`config.mk`:
```
export PLATFORM = sky130hd
export DESIGN_NAME = psa_map_ram
export DESIGN_NICKNAME = d
export VERILOG_FILES = /design/src/posterior_scatter_accumulator_macros.svh /design/src/psa_pkg.sv /design/src/psa_map_ram.sv
export SDC_FILE = /design/constraint.sdc
export NUM_CORES = 2
export LEC_CHECK = 0
export BUFFER_PORTS_ARGS = -buffer_cell sky130_fd_sc_hd__buf_2
export CAP_MARGIN = 0
export CORE_MARGIN = 3
export CORE_UTILIZATION = 45
export CTS_BUF_LIST = sky130_fd_sc_hd__clkbuf_4 sky130_fd_sc_hd__clkbuf_8
export CTS_CLUSTER_DIAMETER = 50
export DETAILED_ROUTE_END_ITERATION = 6
export SYNTH_ARGS = -nofsm -noshare
export SYNTH_HDL_FRONTEND = slang
export SYNTH_SLANG_ARGS = --single-unit
export TNS_END_PERCENT = 1
```
`constraint.sdc`:
```
create_clock -name i_clk -period 5.7 [get_ports i_clk]
set_clock_uncertainty 0.05 [all_clocks]
set_input_delay 1.14 -clock i_clk [delete_from_list [all_inputs] [get_ports i_clk]]
set_output_delay 1.14 -clock i_clk [all_outputs]
set_load 0.01 [all_outputs]
```
`src/posterior_scatter_accumulator_macros.svh`:
```
// Assertion helpers for the posterior scatter accumulator.
`ifndef POSTERIOR_SCATTER_ACCUMULATOR_MACROS_SVH
`define POSTERIOR_SCATTER_ACCUMULATOR_MACROS_SVH

// Same-cycle implication, muted while reset is held.
`define PSA_ASSERT_NOW(label, clk, rst_n, ante, cons) \
    label: assert property (@(posedge clk) disable iff (!(rst_n)) (ante) |-> (cons)) \
        else $error("psa assertion failed");

// Next-cycle implication, muted while reset is held.
`define PSA_ASSERT_NEXT(label, clk, rst_n, ante, cons) \
    label: assert property (@(posedge clk) disable iff (!(rst_n)) (ante) |=> (cons)) \
        else $error("psa assertion failed");

`endif

```
`src/psa_pkg.sv`:
```
`default_nettype none
package psa_pkg;

    localparam int ROWS_A_DEF = 256;
    localparam int COLS_B_DEF = 256;

    localparam int MAP_DEPTH = 256;
    localparam int MAP_AW    = 8;
    localparam int COL_W     = 8;
    localparam int PROB_W    = 16;
    localparam int CELL_W    = 32;
    localparam int CFG_W     = 8;

    typedef enum logic [1:0] {
        CMD_LOAD_A = 2'd0,
        CMD_LOAD_B = 2'd1,
        CMD_ACC    = 2'd2,
        CMD_READ   = 2'd3
    } t_cmd;

    typedef enum logic {
        CFG_LAST_A = 1'b0,
        CFG_LAST_B = 1'b1
    } t_cfg_index;

    typedef enum logic [1:0] {
        ST_CLEAR,
        ST_IDLE,
        ST_LOOK,
        ST_UPDATE
    } t_state;

    // One map memory port set: a write and a registered read.
    typedef struct packed {
        logic              we;
        logic [MAP_AW-1:0] waddr;
        logic [COL_W-1:0]  wdata;
        logic              re;
        logic [MAP_AW-1:0] raddr;
    } t_map_req;

endpackage
`default_nettype wire

```
`src/psa_map_ram.sv`:
```
`default_nettype none
module psa_map_ram (
    input  wire logic                    i_clk,
    input  wire psa_pkg::t_map_req       i_req,
    output logic [psa_pkg::COL_W-1:0]    o_rdata
);
    import psa_pkg::*;

    logic [COL_W-1:0] r_mem [MAP_DEPTH];
    logic [COL_W-1:0] r_rdata;

    always_ff @(posedge i_clk) begin
        if (i_req.we) begin
            r_mem[i_req.waddr] <= i_req.wdata;
        end
    end

    always_ff @(posedge i_clk) begin
        if (i_req.re) begin
            r_rdata <= r_mem[i_req.raddr];
        end
    end

    assign o_rdata = r_rdata;

endmodule
`default_nettype wire

```
After elaboration in Yosys (flattened, before gate mapping) --
Memories as Yosys holds them, arrays and structs flattened. A register that Yosys moved wholly into a read port is not among the register bits. Index checks and enable logic that the tools add are counted.
Word-level totals: memories 1, logic and storage cells 3, input bits 27, memory bits (writable) 2048, register bits after elaboration 0, output and inout port bits 8
Memories:
- r_mem | depth 256, bits a word 8, rd ports 1, clocked after Yosys merged registers in 1, wr ports 1, RTL line psa_map_ram.sv:9 | logic [COL_W-1:0] r_mem [MAP_DEPTH];
Operators by class: multiplexer cells 2
Operators by type and width (number):
- 2-to-1 mux 1 bit | 2

Longest topological paths before layout --
depth in word-level cells 2, mapped depth 11, gate-level depth less buffers 6

Worst setup path after synthesis --
Ideal clock, no wire load.
path kind input-to-reg, from input port i_req[0] in the netlist's numbering, to register r_rdata[2], in the netlist o_rdata[2], read port of r_mem (data pin), buffers on the path 4, data required time 5.381 ns, path slack 2.434 ns, library setup time 0.269 ns, data arrival time 2.947 ns, stages 9, cell sequence buf_6 -> buf_12 -> buf_8 -> buf_2 -> mux4_2 -> a22oi_1 -> a21oi_1 -> nor4_1 -> nor4_2
RTL lines:
- from (decl) | RTL line psa_map_ram.sv:4 | input wire psa_pkg::t_map_req i_req,
- to (decl) | RTL line psa_map_ram.sv:10 | logic [COL_W-1:0] r_rdata;

==> results_dict.tcl <==
set metrics [dict create \
    grt_max_degree 157 \
    ys_types 54 \
    multiInputGateArea_sq_um 16500 \
    drc 0 \
    worstSetupEndpointType "flip-flop" \
    synth_edf_count 2056 \
    dieHeight_um 427 \
    ys_seq_elements 2056 \
    setup.worst_path.start_class "input pin" \
    slew_headroom_pct 8.00 \
    clkLatencyLatePin_ps 1060 \
    dieArea_sq_um 182000 \
    syn_nets 3760 \
    setup_viol 0 \
    final_layout_size_suffix_gt1_share_pct 27.1 \
    crit_arrival_ps 4620 \
    synth.largest_area_cell "edfxtp_1" \
    ant_nets 0 \
    period_minus_slack_ps 3920 \
    synthesis.area_sq_um 79600 \
    yosysTopAreaCellShare_pct 77.5 \
    maxCapViolCount 0 \
    die_w_um 427 \
    hold_viol 0 \
    port_buffers 34 \
    cpMostUsedCell "buf_12" \
    critPathMaxStageDelay_ps 1030 \
    final_common_cell "edfxtp_1" \
    core-area_sq_um 175000 \
    yosysWarnings 0 \
    status "finished clean" \
    viasPerCell 5.99 \
    worst_pin_slew_ps 1350 \
    crit_type "in -> reg" \
    async_flop_share_pct 0 \
    clk_pin_slew_ps 60 \
    finalPower_mw 30.4 \
    dpl.hpwl_um 120000 \
    globalplace.congestion 0.837 \
    synth.area.top_cells "edfxtp_1 78%, mux4_2 13%, mux2i_1 1.7%" \
    htree_num_levels 5 \
    min_period_over_period_pct 68.8 \
    cts_sinks 2056 \
    cts_hold_buf 0 \
    ys.flop_type "edfxtp_1" \
    drt-initial-drc-count 4400 \
    powerDensity_nw_per_um2 341 \
    grt_remaining_overflow 0 \
    final_cell_mix "2056 x edfxtp_1, 454 x mux4_2, 347 x clkbuf_8" \
    slowest_stage "nor4_1" \
    cts_root_buf "clkbuf_8" \
    antenna_found_initial 13 \
    clock.fmax_mhz 255 \
    grt_pass1_vias 40000 \
    clk_path_buf_depth 4 \
    rsz0062_at_grt "no" \
    crit_path_cell_trace "buf_8 > buf_12 > buf_12 > mux4_2 > o311ai_0 > o22ai_1 > nor4_1 > nor4_2" \
    cts_buffers 341 \
    nets 4065 \
    avgSynthCellArea_sq_um 21.3 \
    grt_pass1_wl_um 289000 \
    ctsResizeCount 0 \
    hold_path_class "in -> reg" \
    post_cts_buffers 0 \
    critPathBufInv 3 \
    synth_seq_area_share_pct 77.5 \
    path_max_fanout 52 \
    power_leakage_nw 27.7 \
    cts_tree "done" \
    holdWs_ps 505 \
    critPathRequiredTime_ps 6400 \
    routed_wl_um 201000 \
    grt_use_total_pct 22.2 \
    syn_inst 3733 \
    fillCellCount 14000 \
    ff_latch_area_sq_um 61700 \
    finish.utilization_pct 51.0 \
    maxSlewViolCount 0 \
    num_rows 153 \
    ios 35 \
    crit_family "simple AND/OR/NAND/NOR gates" \
    fin_tns_setup_ps 0 \
    vias 39500 \
    wl_per_cell_um 30.4 \
    start_util_pct 45.5 \
    first_pass_iters 5 \
    peakVddDrop_mv 0.298 \
    areaGrowthSynthToFinish_pct 12.0 \
]
## where the power goes
group	switching, mW	total, mW	internal, mW	leakage (nW)
combinational	1.00	1.52	0.516	5.89
clock	5.68	12.2	6.51	3.28
sequential	0.0142	16.7	16.7	18.5
## cell type report
cell class,count,share of cell area (%)
inverters,2,0.00841
flip-flops and latches,2056,69.2
diodes,11,0.0309
clock inverters,133,0.846
repair buffers,195,2.05
clock buffers,437,6.10
well taps,2325,3.26
multi-input cells,1442,18.5
## final timing paths
kind                              startpoint       endpoint  slack (ps)  depth (start not counted)
worst min-delay path               i_req[11]  r_mem[208][2]         500                          1
worst min register to register  r_mem[32][5]     o_rdata[5]        1120                          7
worst max register to register  r_mem[82][5]     o_rdata[5]        2600                          6
worst max-delay path                i_req[0]     o_rdata[6]        1780                          8
## logic make-up (layout without fill, tap and decap cells)
logic type | Yosys count | count (layout) | synth area share [%]
flip-flops | 2056 | 2056 | 77.5
multiplexers | 591 | 591 | 14.6
AND/OR/NAND/NOR | 466 | 466 | 2.63
AO/OA/AOI/OAI | 385 | 385 | 3.42
buffers and inverters | 235 | 767 | 1.83
other | 0 | 11 | 0
## sequential cells by signal (all words and copies together) (netlist names)
register and cells:
r_mem 2048, o_rdata 8
## Yosys cell counts (all sizes together), types with 10 or more instances
cell    number
a211oi      16
a21oi       96
a221oi      14
a22oi      133
buf        122
clkbuf     111
edfxtp    2056
mux2i      134
mux4       456
nand2       33
nand3       34
nand4       10
nor2       282
nor2b       31
nor3        22
nor4        27
o211ai      10
o21ai       12
o221ai      47
o22ai       28
## stage by stage
| step | std cells | worst slack [ps] | cell area [sq um] |
|---|---|---|---|
| 2_1_floorplan | 3733 | 2430 | 79600 |
| 3_3_place_gp | 6020 | 637 | 83000 |
| 3_5_place_dp | 6020 | 773 | 83000 |
| 4_1_cts | 6590 | 1870 | 89200 |
| 5_1_grt | 6596 | 1780 | 89200 |
| 6_report | 6601 | 1780 | 89200 |
## metal layers
layer	global-route usage (%)	vias up	wire [um]
li1	-	16400	-
met1	31.4	21100	83200
met2	34.2	1737	95000
met3	5.60	354	16900
met4	6.93	0	5610
met5	0	-	0
Power figures use the tool's default switching activity.
